## src/rtl/core/cpd_pkg.sv

```systemverilog
// Package for the CRC-16 packet deframer: result type, framing constants
// and the bytewise CRC-16/MCRF4XX update. No dependencies.
`timescale 1ns / 1ps

package cpd_pkg;

    // Framing constants.
    localparam logic [7:0]  SOP_BYTE    = 8'hA1;
    localparam logic [15:0] CRC_INIT    = 16'hFFFF;
    localparam logic [7:0]  MAX_LEN_RST = 8'hFF;

    // One result transaction.
    typedef struct packed {
        logic       has_payload;
        logic [7:0] payload_byte;
        logic [7:0] byte_index;
        logic       packet_end;
        logic       crc_ok;
        logic [7:0] packet_type;
        logic [7:0] packet_length;
    } cpd_result_t;

    // Reflected CRC-16, polynomial 0x8408, one byte per call.
    function automatic logic [15:0] cpd_crc_step(input logic [7:0] data, input logic [15:0] crc);
        logic [7:0]  t;
        logic [15:0] t16;
        t   = data ^ crc[7:0];
        t   = t ^ {t[3:0], 4'h0};
        t16 = {8'h00, t};
        return {t, crc[15:8]} ^ (t16 >> 4) ^ (t16 << 3);
    endfunction

endpackage

```

## src/rtl/core/cpd_stream_if.sv

```systemverilog
// Handshake interfaces for the deframer: the received byte stream and
// the result stream. Depends on cpd_pkg for nothing but keeps its order.
`timescale 1ns / 1ps

// Received byte channel.
interface cpd_byte_if;
    logic       valid;
    logic       ready;
    logic [7:0] data_byte;

    modport source (output valid, output data_byte, input ready);
    modport sink   (input valid, input data_byte, output ready);
endinterface

// Result channel, one field per signal.
interface cpd_result_if;
    logic       valid;
    logic       ready;
    logic       has_payload;
    logic [7:0] payload_byte;
    logic [7:0] byte_index;
    logic       packet_end;
    logic       crc_ok;
    logic [7:0] packet_type;
    logic [7:0] packet_length;

    modport source (output valid, output has_payload, output payload_byte,
                    output byte_index, output packet_end, output crc_ok,
                    output packet_type, output packet_length, input ready);
    modport sink   (input valid, input has_payload, input payload_byte,
                    input byte_index, input packet_end, input crc_ok,
                    input packet_type, input packet_length, output ready);
endinterface

```

## src/rtl/core/cpd_input_reg.sv

```systemverilog
// Input register of the deframer: holds one received byte until the
// framing logic takes it. Depends on cpd_byte_if.
`timescale 1ns / 1ps

module cpd_input_reg (
    input  logic       clk,
    input  logic       rst_n,
    cpd_byte_if.sink   stream,
    input  logic       take,
    output logic       byte_valid,
    output logic [7:0] byte_data
);

    logic       valid_reg;
    logic       valid_next;
    logic [7:0] data_reg;

    // A new byte may enter when the register is empty or being drained.
    assign stream.ready = !valid_reg || take;

    always_comb
    begin
        valid_next = valid_reg;
        if (stream.ready)
        begin
            valid_next = stream.valid;
        end
    end

    // Valid flag.
    always_ff @(posedge clk or negedge rst_n)
    begin
        if (!rst_n)
        begin
            valid_reg <= 1'b0;
        end
        else
        begin
            valid_reg <= valid_next;
        end
    end

    // Byte holding register.
    always_ff @(posedge clk)
    begin
        if (stream.valid && stream.ready)
        begin
            data_reg <= stream.data_byte;
        end
    end

    assign byte_valid = valid_reg;
    assign byte_data  = data_reg;

endmodule

```

## src/rtl/core/cpd_frame_fsm.sv

```systemverilog
// Framing state machine with the running CRC: parses start, type, length
// and CRC bytes and forms one result per payload byte or empty-packet end.
// Depends on cpd_pkg.
`timescale 1ns / 1ps

module cpd_frame_fsm
    import cpd_pkg::*;
(
    input  logic        clk,
    input  logic        rst_n,
    input  logic        cfg_we,
    input  logic [7:0]  cfg_data,
    input  logic        byte_valid,
    input  logic [7:0]  byte_data,
    output logic        take,
    input  logic        res_ready,
    output logic        res_valid,
    output cpd_result_t res_data
);

    localparam logic [2:0] PH_HUNT    = 3'd0;
    localparam logic [2:0] PH_TYPE    = 3'd1;
    localparam logic [2:0] PH_LENGTH  = 3'd2;
    localparam logic [2:0] PH_CRC_LO  = 3'd3;
    localparam logic [2:0] PH_CRC_HI  = 3'd4;
    localparam logic [2:0] PH_PAYLOAD = 3'd5;

    logic [7:0]  max_length_reg;
    logic [2:0]  phase_reg,         phase_next;
    logic [7:0]  type_reg,          type_next;
    logic [7:0]  length_reg,        length_next;
    logic [15:0] received_crc_reg,  received_crc_next;
    logic [15:0] running_crc_reg,   running_crc_next;
    logic [7:0]  payload_count_reg, payload_count_next;
    logic [15:0] crc_upd;
    logic [7:0]  count_inc;
    logic        last_byte;

    // A byte is consumed when the result register can take its result.
    assign take = byte_valid && res_ready;

    assign crc_upd   = cpd_crc_step(byte_data, running_crc_reg);
    assign count_inc = payload_count_reg + 8'd1;
    assign last_byte = (count_inc == length_reg);

    // Next state and result for the byte at the head; a result is only
    // offered while a byte is actually waiting.
    always_comb
    begin
        phase_next         = phase_reg;
        type_next          = type_reg;
        length_next        = length_reg;
        received_crc_next  = received_crc_reg;
        running_crc_next   = running_crc_reg;
        payload_count_next = payload_count_reg;
        res_valid          = 1'b0;
        res_data           = '0;
        res_data.packet_type   = type_reg;
        res_data.packet_length = length_reg;
        unique case (phase_reg)
            PH_HUNT:
            begin
                if (byte_data == SOP_BYTE)
                begin
                    running_crc_next   = CRC_INIT;
                    payload_count_next = 8'd0;
                    phase_next         = PH_TYPE;
                end
            end
            PH_TYPE:
            begin
                type_next        = byte_data;
                running_crc_next = crc_upd;
                phase_next       = PH_LENGTH;
            end
            PH_LENGTH:
            begin
                // An oversized length aborts the packet.
                if (byte_data > max_length_reg)
                begin
                    phase_next = PH_HUNT;
                end
                else
                begin
                    length_next      = byte_data;
                    running_crc_next = crc_upd;
                    phase_next       = PH_CRC_LO;
                end
            end
            PH_CRC_LO:
            begin
                received_crc_next = {8'h00, byte_data};
                phase_next        = PH_CRC_HI;
            end
            PH_CRC_HI:
            begin
                received_crc_next = {byte_data, received_crc_reg[7:0]};
                if (length_reg == 8'd0)
                begin
                    // Empty packet ends on the CRC high byte.
                    res_valid           = byte_valid;
                    res_data.packet_end = 1'b1;
                    res_data.crc_ok     = (running_crc_reg == received_crc_next);
                    phase_next          = PH_HUNT;
                end
                else
                begin
                    payload_count_next = 8'd0;
                    phase_next         = PH_PAYLOAD;
                end
            end
            PH_PAYLOAD:
            begin
                running_crc_next      = crc_upd;
                payload_count_next    = count_inc;
                res_valid             = byte_valid;
                res_data.has_payload  = 1'b1;
                res_data.payload_byte = byte_data;
                res_data.byte_index   = payload_count_reg;
                res_data.packet_end   = last_byte;
                res_data.crc_ok       = last_byte && (crc_upd == received_crc_reg);
                if (last_byte)
                begin
                    phase_next         = PH_HUNT;
                    payload_count_next = 8'd0;
                end
            end
            default:
            begin
                phase_next = PH_HUNT;
            end
        endcase
    end

    // Configuration register.
    always_ff @(posedge clk or negedge rst_n)
    begin
        if (!rst_n)
        begin
            max_length_reg <= MAX_LEN_RST;
        end
        else if (cfg_we)
        begin
            max_length_reg <= cfg_data;
        end
    end

    // Framing state, advanced once per consumed byte.
    always_ff @(posedge clk or negedge rst_n)
    begin
        if (!rst_n)
        begin
            phase_reg         <= PH_HUNT;
            type_reg          <= 8'd0;
            length_reg        <= 8'd0;
            received_crc_reg  <= 16'd0;
            running_crc_reg   <= CRC_INIT;
            payload_count_reg <= 8'd0;
        end
        else if (take)
        begin
            phase_reg         <= phase_next;
            type_reg          <= type_next;
            length_reg        <= length_next;
            received_crc_reg  <= received_crc_next;
            running_crc_reg   <= running_crc_next;
            payload_count_reg <= payload_count_next;
        end
    end

`ifndef SYNTHESIS
    // Results come only from the CRC high byte or from payload bytes.
    a_result_phase: assert property (@(posedge clk) disable iff (!rst_n)
        (take && res_valid) |-> (phase_reg == PH_CRC_HI || phase_reg == PH_PAYLOAD))
        else $error("result produced outside CRC high or payload phase");

    // The payload counter stays below the packet length.
    a_count_range: assert property (@(posedge clk) disable iff (!rst_n)
        (phase_reg == PH_PAYLOAD) |-> (payload_count_reg < length_reg))
        else $error("payload count reached packet length inside payload");

    // A completed packet sends the parser back to hunting.
    a_end_hunt: assert property (@(posedge clk) disable iff (!rst_n)
        (take && res_valid && res_data.packet_end) |=> (phase_reg == PH_HUNT))
        else $error("parser not hunting after packet end");
`endif

endmodule

```

## src/rtl/core/cpd_output_reg.sv

```systemverilog
// Output register of the deframer: holds one result transaction until the
// consumer takes it. Depends on cpd_pkg and cpd_result_if.
`timescale 1ns / 1ps

module cpd_output_reg
    import cpd_pkg::*;
(
    input  logic          clk,
    input  logic          rst_n,
    input  logic          res_valid,
    input  cpd_result_t   res_data,
    output logic          res_ready,
    cpd_result_if.source  result
);

    logic        valid_reg;
    logic        valid_next;
    cpd_result_t data_reg;

    // Loadable when empty or when the held result leaves this cycle.
    assign res_ready = !valid_reg || result.ready;

    always_comb
    begin
        valid_next = valid_reg;
        if (res_ready)
        begin
            valid_next = res_valid;
        end
    end

    // Valid flag.
    always_ff @(posedge clk or negedge rst_n)
    begin
        if (!rst_n)
        begin
            valid_reg <= 1'b0;
        end
        else
        begin
            valid_reg <= valid_next;
        end
    end

    // Result holding register.
    always_ff @(posedge clk)
    begin
        if (res_valid && res_ready)
        begin
            data_reg <= res_data;
        end
    end

    assign result.valid         = valid_reg;
    assign result.has_payload   = data_reg.has_payload;
    assign result.payload_byte  = data_reg.payload_byte;
    assign result.byte_index    = data_reg.byte_index;
    assign result.packet_end    = data_reg.packet_end;
    assign result.crc_ok        = data_reg.crc_ok;
    assign result.packet_type   = data_reg.packet_type;
    assign result.packet_length = data_reg.packet_length;

endmodule

```

## src/rtl/core/crc16_packet_deframer.sv

```systemverilog
// Top level of the CRC-16 packet deframer: input register, framing state
// machine and output register. Depends on cpd_pkg and the stream interfaces.
//
//   channel   direction  payload
//   stream    in         data_byte
//   result    out        has_payload, payload_byte, byte_index, packet_end,
//                        crc_ok, packet_type, packet_length
//   cfg       in         cfg_we, cfg_data (max_length)
//
// One byte per cycle is sustained while the result side does not stall; a
// byte's result passes through the input register and then the output register.
// The CRC update and the framing decision are one byte-wide step per cycle while the result side does not stall.
// Reset clears both stages, sets the parser to hunting and max_length to 255.
// A stall on the result side fills the output register, then the input
// register, and only then drops stream.ready.
`timescale 1ns / 1ps

module crc16_packet_deframer
    import cpd_pkg::*;
(
    input  logic         clk,
    input  logic         rst_n,
    input  logic         cfg_we,
    input  logic [7:0]   cfg_data,
    cpd_byte_if.sink     stream,
    cpd_result_if.source result
);

    logic        take;
    logic        byte_valid;
    logic [7:0]  byte_data;
    logic        res_valid;
    logic        res_ready;
    cpd_result_t res_data;

    // Received byte register.
    cpd_input_reg u_input_reg (
        .clk        (clk),
        .rst_n      (rst_n),
        .stream     (stream),
        .take       (take),
        .byte_valid (byte_valid),
        .byte_data  (byte_data)
    );

    // Framing and CRC check.
    cpd_frame_fsm u_frame_fsm (
        .clk        (clk),
        .rst_n      (rst_n),
        .cfg_we     (cfg_we),
        .cfg_data   (cfg_data),
        .byte_valid (byte_valid),
        .byte_data  (byte_data),
        .take       (take),
        .res_ready  (res_ready),
        .res_valid  (res_valid),
        .res_data   (res_data)
    );

    // Result register.
    cpd_output_reg u_output_reg (
        .clk       (clk),
        .rst_n     (rst_n),
        .res_valid (res_valid),
        .res_data  (res_data),
        .res_ready (res_ready),
        .result    (result)
    );

endmodule
```

## src/flat_wrapper.sv

```systemverilog
// flat-port wrapper written by rule: the top's interface ports become plain ports
module crc16_packet_deframer_flat import cpd_pkg::*;
  (clk, rst_n, cfg_we, cfg_data, stream_valid, stream_data_byte, stream_ready, result_valid, result_has_payload, result_payload_byte, result_byte_index, result_packet_end, result_crc_ok, result_packet_type, result_packet_length, result_ready);
  cpd_byte_if stream_i ();
  cpd_result_if result_i ();
  input  logic clk;
  input  logic rst_n;
  input  logic cfg_we;
  input  logic [7:0] cfg_data;
  input wire logic [$bits(stream_i.valid)-1:0] stream_valid;
  input wire logic [$bits(stream_i.data_byte)-1:0] stream_data_byte;
  output wire logic [$bits(stream_i.ready)-1:0] stream_ready;
  output wire logic [$bits(result_i.valid)-1:0] result_valid;
  output wire logic [$bits(result_i.has_payload)-1:0] result_has_payload;
  output wire logic [$bits(result_i.payload_byte)-1:0] result_payload_byte;
  output wire logic [$bits(result_i.byte_index)-1:0] result_byte_index;
  output wire logic [$bits(result_i.packet_end)-1:0] result_packet_end;
  output wire logic [$bits(result_i.crc_ok)-1:0] result_crc_ok;
  output wire logic [$bits(result_i.packet_type)-1:0] result_packet_type;
  output wire logic [$bits(result_i.packet_length)-1:0] result_packet_length;
  input wire logic [$bits(result_i.ready)-1:0] result_ready;
  assign stream_i.valid = stream_valid;
  assign stream_i.data_byte = stream_data_byte;
  assign stream_ready = stream_i.ready;
  assign result_valid = result_i.valid;
  assign result_has_payload = result_i.has_payload;
  assign result_payload_byte = result_i.payload_byte;
  assign result_byte_index = result_i.byte_index;
  assign result_packet_end = result_i.packet_end;
  assign result_crc_ok = result_i.crc_ok;
  assign result_packet_type = result_i.packet_type;
  assign result_packet_length = result_i.packet_length;
  assign result_i.ready = result_ready;
  crc16_packet_deframer u_core (.clk(clk), .rst_n(rst_n), .cfg_we(cfg_we), .cfg_data(cfg_data), .stream(stream_i), .result(result_i));
endmodule
```

## config.mk

```make
export PLATFORM = sky130hd
export DESIGN_NAME = crc16_packet_deframer_flat
export DESIGN_NICKNAME = d
export VERILOG_FILES = /design/src/rtl/core/cpd_pkg.sv /design/src/rtl/core/cpd_stream_if.sv /design/src/rtl/core/cpd_input_reg.sv /design/src/rtl/core/cpd_frame_fsm.sv /design/src/rtl/core/cpd_output_reg.sv /design/src/rtl/core/crc16_packet_deframer.sv /design/src/flat_wrapper.sv
export SDC_FILE = /design/constraint.sdc
export NUM_CORES = 1
export LEC_CHECK = 0
export BUFFER_PORTS_ARGS = -buffer_cell sky130_fd_sc_hd__clkbuf_2
export CORE_MARGIN = 5
export CORE_UTILIZATION = 55
export DETAILED_ROUTE_END_ITERATION = 12
export GPL_TIMING_DRIVEN = 0
export PLACE_DENSITY = 0.8
export SYNTH_ARGS = -nofsm -noshare
export SYNTH_HDL_FRONTEND = slang
export SYNTH_HIERARCHICAL = 1
export SYNTH_SLANG_ARGS = --single-unit
```

## constraint.sdc

```tcl
create_clock -name clk -period 2.95 [get_ports clk]
set_clock_uncertainty 0.05 [all_clocks]
set_input_delay 0.295 -clock clk [delete_from_list [all_inputs] [get_ports clk]]
set_output_delay 0.295 -clock clk [all_outputs]
set_load 0.05 [all_outputs]
```

==> results.md, run 1 <==
* Die area at 12000 sq um
* Routed wl met3 at 707 um
* Simple-gate share of the synthesized area at 0.140
* Row count at 36
* Post-Route WL at 11400 um
* CTS buffer count at 9
* Post-route setup TNS at 0 ns
* Async set-reset flop share out of synthesis at 0.616
* Int Power at 3.60 mW
* DR vias/cell at 5.76
* Seq pwr share at 0.437
* # IOs at 58
* Routability cong. at 0.882
* CTS root buf: clkbuf_8
* Wire length of the first global-routing pass at 18600 um
* Worst setup path end: u_core/u_output_reg/result.crc_ok$_DFFE_PP_
* Cells after DPL at 642
* Max Cap Viol at 0
* Actual slew at the worst max-slew pin at 1.28 ns
* CTS tree: yes
* Share of cells above drive strength 1 at 0.287
* Worst setup EP type: flip-flop
* Main combinational cell family by area after synthesis: simple AND/OR/NAND/NOR gates
* Avg Cell Area, Syn at 12.1 sq um
* Clock sink count at 112
* Core area at 9730 sq um
* Adder-Cell Fraction of Synth Area at 0.0207
* Reg2reg end: u_core/u_output_reg/result.crc_ok$_DFFE_PP_
* R2R depth at 8
* Fmax at 0.356 GHz
* Flop2flop setup slack at 0.14 ns
* Clock Latency Late Sink at 0.38 ns
* Clock share of power at 0.155
* HP Start: stream_data_byte[1]
* Non-filler cells, final at 660
* DRC violation count after routing at 0
* Tot GR Track Use at 0.204
* Met2 wire len at 5590 um
* # diodes at 0
* Sequential cell area fraction in the yosys report at 0.559
* RSZ-0062 raised after global routing: no
* NetSw at 2.30 mW
* Number of synthesized flops with an enable pin at 43
* Mapped cell area at 5450 sq um
* PortBufs at 57
* First-pass iteration count of the detailed router at 5
* CTS H-tree depth at 3
* Worst vdd ir at 339 uV
* Die Span Y at 110 um
* Initial antenna violation count at 0
* Arr. time, crit path at 2.95 ns
* Clock Path Buffers at 2
* Post-Synth XOR/XNOR Area at 0.113
* DRT antenna net count at 0
* Clock-pin slew on the worst setup and hold paths at 0.10 ns
* Status: complete, no violations
* WL per Instance at 17.3 um
* Met1 WL at 4880 um
* Switching share of total power at 0.389
* Top sig layer: met4
* Yosys synthesis warning count at 6
* Layout Nets at 552
* Aggregate global routing overflow at 0
* Slew margin rel. at 0.141
* Top FF cell, synth: dfrtp_1
* Syn nets at 481
* Area delta synth->final at 13.1%
* PD cells at 956 nW/um^2
* Post-synthesis mux area share at 0.0330
* Netlist cell types at 58
* Hold crit path type: primary input to flip-flop
* DP HPWL at 7990 um
* Required @ worst endpoint at 3.09 ns
* Fillcell total at 771
* Detailed-route via count at 3801
* Seq cells post-synth at 112
* Fin crit period at 2.81 ns
* Logic pwr share at 0.407
* Mapped Cells at 451
* Compound-cell area share of the yosys netlist at 0.107
* Largest net degree at the start of global routing at 70
* Critical path peak fanout at 8
* Final Cycle Share at 0.952
* Count of final max-slew check failures at 0
* Final setup fails at 0
* Crit start category: flip-flop
* Initial DRC count at 225
* Die width at 110 um
* Hold Fails Final Rpt at 0
* Setup crit start: u_core/u_input_reg/byte_data[1]$_DFFE_PP_
* Vias in the first global route at 3678
* Initial Util at 0.560
* CP Class: flip-flop to flip-flop
* Lkg Pwr at 2.55 nW
* Worst R2R Start: u_core/u_input_reg/byte_data[1]$_DFFE_PP_
* Hold_ws at 0.0321 ns
[placed cells by master, fill, tap and decap left out, drive strengths merged, types with 16 or more instances in the layout]
master,Yosys,layout
mux2,16,16
xor2,35,35
nor2,17,17
dfstp,24,24
edfxtp,43,43
nand2,48,48
nand3,19,19
xnor2,26,26
dfrtp,45,45
clkbuf,8,75
o21ai,21,21
and2,16,16
o22a,16,16
[per-stage QoR]
stage / setup slack (ns) / utilization / area, sq um / power (mW)
finish: 0.141 / 0.634 / 6170 / 5.90
global route: 0.00181 / 0.634 / 6170 / 6.25
CTS: 0.00881 / 0.631 / 6140 / 5.89
detailed placement: 0.0378 / 0.610 / 5930 / 4.94
global placement: 0.0690 / 0.607 / 5900 / 4.84
floorplan: 0.532 / - / 5450 / 4.39
[timing repair]
| action | in CTS | in global routing |
|---|---|---|
| hold buffers | 1 | 0 |
| endpoints found under the setup margin | 0 | 17 |
| endpoints found under the hold margin | 45 | 0 |
| gates resized for setup | 0 | 5 |
| buffers inserted | 0 | 1 |
[cell type report]
cell class / instances / area (sq um) / area share
Sequential cell: 112 / 3050 / 0.494
Multi-Input combinational cell: 307 / 2270 / 0.369
Timing Repair Buffer: 60 / 333 / 0.0540
Tap cell: 133 / 166 / 0.0270
Clock buffer: 10 / 128 / 0.0207
Buffer: 18 / 95.1 / 0.0154
Clock inverter: 6 / 71.3 / 0.0116
Inverter: 14 / 52.6 / 0.00852
[cells by family (layout without fill, tap and decap cells)]
| logic type | count (synthesis) | after routing |
|---|---|---|
| AO/OA/AOI/OAI | 76 | 76 |
| multiplexers | 16 | 16 |
| buffers and inverters | 32 | 108 |
| XOR/XNOR | 61 | 61 |
| adder cells (fa/ha/maj) | 9 | 9 |
| flip-flops | 112 | 112 |
| AND/OR/NAND/NOR | 145 | 145 |
[metal layers]
metal,track usage,up-vias
li1,-,1749
met5,0,-
met3,0.0282,26
met2,0.327,156
met1,0.272,1870
met4,0.102,0
[critical path, cell delays in order (launching register included)]
cell	delay, ns
edfxtp_1	0.42
buf_2	0.24
xor2_4	0.24
xnor2_1	0.52
and3_1	0.25
nor2_1	0.05
a2111oi_1	0.32
o2111ai_1	0.21
o32ai_2	0.29
[how the worst min path moves through the flow]
stage / end / slack, ns / cells past startpoint
5_1_grt: u_core/u_input_reg/byte_data[2]$_DFFE_PP_ / 0.01 / 1
6_report: u_core/u_input_reg/byte_data[1]$_DFFE_PP_ / 0.03 / 1
2_1_floorplan: u_core/u_frame_fsm/length_reg[0]$_DFFE_PN0P_ / -0.05 / 0
4_1_cts: u_core/u_input_reg/byte_data[1]$_DFFE_PP_ / 0.02 / 1
3_5_place_dp: u_core/u_frame_fsm/payload_count_reg[3]$_DFFE_PN0P_ / 0.31 / 2
3_3_place_gp: u_core/u_output_reg/result.packet_type[1]$_DFFE_PP_ / 0.38 / 0
[power groups by stage]
stage | Sequential (mW) | Clock, mW | Combinational (mW)
after floorplan | 2.60 | 0 | 1.79
after CTS | 2.58 | 0.946 | 2.37
after global routing | 2.63 | 1.01 | 2.61
after detailed placement | 2.60 | 0 | 2.34
final | 2.58 | 0.916 | 2.40
after global placement | 2.58 | 0 | 2.26
[synthesized netlist by cell type (3+ instances only)]
| cell type | count | share of area |
|---|---|---|
| mux2_2 | 16 | 0.033 |
| and3_1 | 5 | 0.0057 |
| nor3_1 | 5 | 0.0046 |
| ha_1 | 9 | 0.021 |
| xnor2_1 | 21 | 0.034 |
| nand2b_1 | 6 | 0.0069 |
| nand2_1 | 48 | 0.033 |
| buf_2 | 6 | 0.0055 |
| dfstp_2 | 24 | 0.12 |
| nand3_1 | 17 | 0.016 |
| dfrtp_1 | 45 | 0.21 |
| or3_1 | 3 | 0.0034 |
| xnor2_2 | 4 | 0.012 |
| buf_4 | 3 | 0.0041 |
| nor2b_1 | 4 | 0.0046 |
| a21oi_1 | 9 | 0.0083 |
| nor2_1 | 15 | 0.010 |
| xor2_1 | 32 | 0.051 |
| clkbuf_1 | 8 | 0.0055 |
| o21ai_0 | 16 | 0.015 |
| a22o_1 | 7 | 0.011 |
| nor4_1 | 8 | 0.0092 |
| nand4_1 | 5 | 0.0057 |
| o22a_1 | 16 | 0.026 |
| and2_1 | 14 | 0.016 |
| inv_1 | 14 | 0.0096 |
| o221ai_1 | 3 | 0.0048 |
| edfxtp_1 | 43 | 0.24 |
| o21ai_1 | 5 | 0.0046 |
(Power assumes the default switching activity.)
==> run 2: changes to the inputs <==
--- a/config.mk
+++ b/config.mk
@@ -11,6 +11,7 @@
 export DETAILED_ROUTE_END_ITERATION = 12
 export GPL_TIMING_DRIVEN = 0
 export PLACE_DENSITY = 0.8
+export SETUP_SLACK_MARGIN = 0.15
 export SYNTH_ARGS = -nofsm -noshare
 export SYNTH_HDL_FRONTEND = slang
 export SYNTH_HIERARCHICAL = 1
==> results.md, run 2 (same netlist as run 1, synthesis figures left out) <==
* CTS root buf: clkbuf_8
* Layout Nets at 554 (+0.36%)
* DR vias/cell at 5.72 (-0.72%)
* Min setup slack post-route at 0.244 ns (+0.103 ns)
* Arr. time, crit path at 2.85 ns (-0.10 ns)
* Clock-pin slew on the worst setup and hold paths at 0.10 ns (about the same)
* Count of final max-slew check failures at 0 (unchanged)
* Slew margin rel. at 0.140 (-0.000494)
* Most frequent cells in the layout: 56 x clkbuf_2, 48 x nand2_1, 44 x dfrtp_1, 43 x edfxtp_1, 32 x xor2_1
* FF/Latch Area at 3050 sq um (about the same)
* Max Cap Viol at 0 (unchanged)
* DRC violation count after routing at 0 (unchanged)
* Detailed-route via count at 3785 (-0.42%)
* Critical path peak fanout at 6 (-2)
* Die area at 12000 sq um (unchanged)
* PD cells at 956 nW/um^2 (about the same)
* DP HPWL at 7990 um (unchanged)
* Hold_ws at 0.0307 ns (-0.00137 ns)
* Crit start category: flip-flop
* Clock Latency Late Sink at 0.38 ns (about the same)
* CTS buffer count at 9 (unchanged)
* Initial DRC count at 191 (-15%)
* Fin area at 6200 sq um (+0.47%)
* Commonest non-fill, non-tap cell in the layout: clkbuf_2
* Routability cong. at 0.882 (unchanged)
* Fin crit period at 2.71 ns (-0.103 ns)
* Tot GR Track Use at 0.205 (+0.000885)
* WL per Instance at 17.3 um (-0.31%)
* CP Class: flip-flop to flip-flop
* Area of the multi-input gates at 2290 sq um (+0.55%)
* Clock Path Buffers at 2 (unchanged)
* Vias in the first global route at 3693 (+0.41%)
* DRT antenna net count at 0 (unchanged)
* Aggregate global routing overflow at 0 (unchanged)
* Worst vdd ir at 348 uV (+2.7%)
* Lkg Pwr at 2.56 nW (+0.57%)
* # IOs at 58 (unchanged)
* Cell Area, Placed at 5930 sq um (unchanged)
* Actual slew at the worst max-slew pin at 1.28 ns (+0.000735 ns)
* PortBufs at 57 (unchanged)
* Die width at 110 um (unchanged)
* Initial antenna violation count at 0 (unchanged)
* Status: complete, no violations
* Share of cells above drive strength 1 at 0.295 (+0.00837)
* Largest net degree at the start of global routing at 70 (unchanged)
* Fmax at 0.370 GHz (+3.8%)
* First-pass iteration count of the detailed router at 5 (unchanged)
* # diodes at 0 (unchanged)
* Hold Fails Final Rpt at 0 (unchanged)
* Fillcell total at 771 (unchanged)
* Area delta synth->final at 13.7%
* Post-route setup TNS at 0 ns (unchanged)
* Core area at 9730 sq um (unchanged)
* Final setup fails at 0 (unchanged)
* Post-Route WL at 11400 um (about the same)
* Clock sink count at 112 (unchanged)
* Die Span Y at 110 um (unchanged)
* Hold crit path type: primary input to flip-flop
* Wire length of the first global-routing pass at 18600 um (+0.37%)
* CTS tree: yes
* RSZ-0062 raised after global routing: yes
* CTS H-tree depth at 3 (unchanged)
* Worst setup EP type: flip-flop
* Required @ worst endpoint at 3.09 ns (about the same)
* Final Cycle Share at 0.917 (-0.0351)
* Row count at 36 (unchanged)
* Dpl ws at 0.0378 ns (unchanged)
* Initial Util at 0.560 (unchanged)
run 2: metrics by stage:
step	cells	total power [mW]	utilization
final	662	5.92	0.637
after global routing	662	6.28	0.637
after CTS	661	5.89	0.633
after detailed placement	642	4.94	0.610
after global placement	641	4.84	0.607
after floorplan	451	4.39	-
run 2: critical path, stage by stage (launching register included):
cell and delay [ns]:
edfxtp_1 0.43, buf_4 0.19, xnor2_4 0.19, xnor2_2 0.37, xor2_1 0.27, xor2_1 0.14, a2111oi_1 0.38, o2111ai_1 0.22
o32ai_2 0.29
run 2: area by class of cell:
type | instances | share of cell area
buffer | 18 | 0.0153
sequential | 112 | 0.492
clock buffer | 10 | 0.0206
timing repair buffer | 62 | 0.0561
inverter | 14 | 0.00848
tap | 133 | 0.0269
clock inverter | 6 | 0.0115
multi-input combinational | 307 | 0.369
run 2: metal layers:
metal	vias to the layer above	global-route usage	routed length, um
li1	1747	-	-
met5	-	0	0
met3	24	0.0276	656
met4	0	0.101	265
met1	1867	0.272	4900
met2	147	0.331	5610
run 2: final timing paths:
path                                                             from                                                   to  slack [ns]  depth (start not counted)
max in group asynchronous                                       rst_n    u_core/u_frame_fsm/running_crc_reg[6]$_DFFE_PN1P_        2.07                          3
min in group asynchronous                                       rst_n  u_core/u_frame_fsm/payload_count_reg[3]$_DFFE_PN0P_        0.44                          3
setup / recovery            u_core/u_input_reg/byte_data[0]$_DFFE_PP_          u_core/u_output_reg/result.crc_ok$_DFFE_PP_        0.24                          8
hold / removal                                    stream_data_byte[1]            u_core/u_input_reg/byte_data[1]$_DFFE_PP_        0.03                          1
hold reg to reg            u_core/u_frame_fsm/type_reg[0]$_DFFE_PN0P_  u_core/u_output_reg/result.packet_type[0]$_DFFE_PP_        0.40                          0
setup reg to reg            u_core/u_input_reg/byte_data[0]$_DFFE_PP_          u_core/u_output_reg/result.crc_ok$_DFFE_PP_        0.24                          8
run 2: power breakdown:
| group | leakage [nW] | total [mW] | internal [mW] | switching (mW) |
|---|---|---|---|---|
| clock network | 0.0927 | 0.914 | 0.397 | 0.517 |
| registers | 1.23 | 2.58 | 2.16 | 0.424 |
| logic | 1.24 | 2.43 | 1.07 | 1.36 |
run 2: repair_timing:
action | CTS | global route
pin swaps | 0 | 3
cloned | 0 | 0
endpoints found under the setup margin | 16 | 23
buffers inserted | 2 | 1
endpoints found under the hold margin | 45 | 0
resized for setup | 1 | 8
hold buffers | 1 | 0
==> run 3: changes to the inputs <==
--- a/config.mk
+++ b/config.mk
@@ -6,11 +6,15 @@
 export NUM_CORES = 1
 export LEC_CHECK = 0
 export BUFFER_PORTS_ARGS = -buffer_cell sky130_fd_sc_hd__clkbuf_2
+export CAP_MARGIN = 10
+export CELL_PAD_IN_SITES_DETAIL_PLACEMENT = 1
+export CELL_PAD_IN_SITES_GLOBAL_PLACEMENT = 2
 export CORE_MARGIN = 5
-export CORE_UTILIZATION = 55
+export CORE_UTILIZATION = 40
+export CTS_CLUSTER_SIZE = 14
 export DETAILED_ROUTE_END_ITERATION = 12
 export GPL_TIMING_DRIVEN = 0
-export PLACE_DENSITY = 0.8
+export PLACE_DENSITY = 0.85
 export SETUP_SLACK_MARGIN = 0.15
 export SYNTH_ARGS = -nofsm -noshare
 export SYNTH_HDL_FRONTEND = slang
==> results.md, run 3 (same netlist as run 1, synthesis figures left out) <==
* # diodes at 0 (unchanged)
* Vias in the first global route at 3898 (+5.6%)
* Arr. time, crit path at 2.85 ns (about the same)
* NetSw at 2.54 mW (+10%)
* Area of the multi-input gates at 2340 sq um (+2.5%)
* Status: complete, no violations
* Worst setup EP type: flip-flop
* CTS tree: yes
* Int Power at 4.00 mW (+10%)
* Die width at 127 um (+16%)
* PortBufs at 57 (unchanged)
* Clock-pin slew on the worst setup and hold paths at 0.08 ns (-0.02 ns)
* Layout Nets at 557 (+0.54%)
* Tot GR Track Use at 0.172 (-0.0326)
* Max Cap Viol at 0 (unchanged)
* First-pass iteration count of the detailed router at 4 (-1)
* Initial antenna violation count at 0 (unchanged)
* CTS H-tree depth at 3 (unchanged)
* Lkg Pwr at 2.65 nW (+3.4%)
* Clock Latency Late Sink at 0.36 ns (-0.02 ns)
* Required @ worst endpoint at 3.13 ns (+0.04 ns)
* Tot Pwr at 6.54 mW (+10%)
* Area delta synth->final at 18.6%
* Commonest non-fill, non-tap cell in the layout: clkbuf_2
* Slew margin rel. at 0.544 (+0.403)
* Initial DRC count at 208 (+8.9%)
* RSZ-0062 raised after global routing: yes
* Critical path peak fanout at 8 (+2)
* CTS root buf: clkbuf_16
* Die Span Y at 127 um (+16%)
* Row count at 42 (+17%)
* Final setup fails at 0 (unchanged)
* Actual slew at the worst max-slew pin at 0.679 ns (-0.600 ns)
* Crit start category: flip-flop
* PD cells at 1010 nW/um^2 (+5.7%)
* DRC violation count after routing at 0 (unchanged)
* Worst vdd ir at 381 uV (+9.3%)
* Hold crit path type: primary input to flip-flop
* Most frequent cells in the layout: 56 x clkbuf_2, 48 x nand2_1, 44 x dfrtp_1, 43 x edfxtp_1, 32 x xor2_1
* Fin crit period at 2.67 ns (-0.0362 ns)
* DP HPWL at 9380 um (+17%)
* Logic pwr share at 0.399 (-0.011)
* Final Cycle Share at 0.905 (-0.0123)
* DR vias/cell at 5.24 (-8.3%)
* Hold Fails Final Rpt at 0 (unchanged)
* Largest net degree at the start of global routing at 45 (-36%)
* DRT antenna net count at 0 (unchanged)
* # IOs at 58 (unchanged)
* Share of cells above drive strength 1 at 0.314 (+0.0190)
* Fmax at 0.375 GHz (+1.4%)
* Fillcell total at 1422 (+84%)
* CTS buffer count at 9 (unchanged)
* Die area at 16100 sq um (+34%)
* Post-Route WL at 13200 um (+16%)
* FF/Latch Area at 3050 sq um (unchanged)
* Seq pwr share at 0.398 (-0.037)
* Hold_ws at 0.0565 ns (+0.0257 ns)
* Wire length of the first global-routing pass at 21500 um (+15%)
* Routability cong. at 0.836 (-5.2%)
* Count of final max-slew check failures at 0 (unchanged)
* Aggregate global routing overflow at 0 (unchanged)
* Detailed-route via count at 3712 (-1.9%)
* Clock Path Buffers at 2 (unchanged)
* Initial Util at 0.410 (-0.150)
* Clock sink count at 112 (unchanged)
* CP Class: flip-flop to flip-flop
* Core area at 13300 sq um (+37%)
* Clock share of power at 0.203 (+0.049)
* WL per Instance at 18.7 um (+8.2%)
* Switching share of total power at 0.388 (about the same)
==> run 3: cell types whose count changed in the layout (fill, tap and decap cells not counted), sizes merged <==
cell      delta
inv          +3
clkinvlp     -2
buf          +1
clkbuf       +1
==> run 3: layout make-up <==
class	instances	area share
plain buffers	18	0.0155
repair buffers	65	0.0569
flip-flops and latches	112	0.472
multi-input cells	307	0.362
clock buffers	9	0.0348
clock inverters	7	0.0166
well taps	176	0.0341
inverters	14	0.00813
==> run 3: power by group through the flow <==
stage / sequential [mW] / combinational (mW) / clock [mW]
3_3_place_gp: 2.59 / 2.34 / 0
3_5_place_dp: 2.62 / 2.43 / 0
4_1_cts: 2.58 / 2.50 / 1.36
5_1_grt: 2.66 / 2.84 / 1.43
2_1_floorplan: 2.60 / 1.79 / 0
6_report: 2.60 / 2.61 / 1.33
==> run 3: repair_timing <==
item	in CTS	in global routing
buffers inserted	3	2
gates cloned	0	0
setup endpoints to repair	17	33
endpoints found under the hold margin	16	0
hold buffers	1	0
pin swaps	1	4
gates resized for setup	3	16
==> run 3: per-layer routing <==
metal	part of all wire	global-route usage
met1	0.46	0.235
met2	0.48	0.274
met3	0.048	0.0307
met4	0.014	0.0656
met5	0	0
==> run 3: final timing paths <==
check / from / endpoint / slack, ns / depth (start not counted)
setup / recovery: u_core/u_frame_fsm/payload_count_reg[0]$_DFFE_PN0P_ / u_core/u_frame_fsm/payload_count_reg[6]$_DFFE_PN0P_ / 0.28 / 9
hold / removal: stream_data_byte[5] / u_core/u_input_reg/byte_data[5]$_DFFE_PP_ / 0.06 / 1
setup reg to reg: u_core/u_frame_fsm/payload_count_reg[0]$_DFFE_PN0P_ / u_core/u_frame_fsm/payload_count_reg[6]$_DFFE_PN0P_ / 0.28 / 9
hold reg to reg: u_core/u_frame_fsm/type_reg[5]$_DFFE_PN0P_ / u_core/u_output_reg/result.packet_type[5]$_DFFE_PP_ / 0.40 / 0
max in group asynchronous: rst_n / u_core/u_frame_fsm/max_length_reg[7]$_DFFE_PN1P_ / 1.86 / 3
min in group asynchronous: rst_n / u_core/u_frame_fsm/received_crc_reg[10]$_DFFE_PN0P_ / 0.37 / 2
==> run 3: worst max-delay path, stage by stage, from the launching register on <==
cell and delay, ns:
dfrtp_2 0.43, ha_2 0.25, nand3_2 0.15, or3_1 0.44, and3_1 0.22, a2111oi_4 0.31
buf_4 0.20, a21oi_4 0.09, nand3_2 0.23, o221ai_1 0.16
==> run 3: through the flow <==
step	utilization	instance area, sq um	std cells	setup TNS (ns)	worst slack [ns]
floorplan	-	5450	451	0	0.532
global placement	0.448	5960	684	-0.684	-0.0805
detailed placement	0.451	5990	686	-1.64	-0.139
CTS	0.479	6370	706	0	0.173
global route	0.486	6470	708	0	0.131
finish	0.486	6470	708	0	0.281
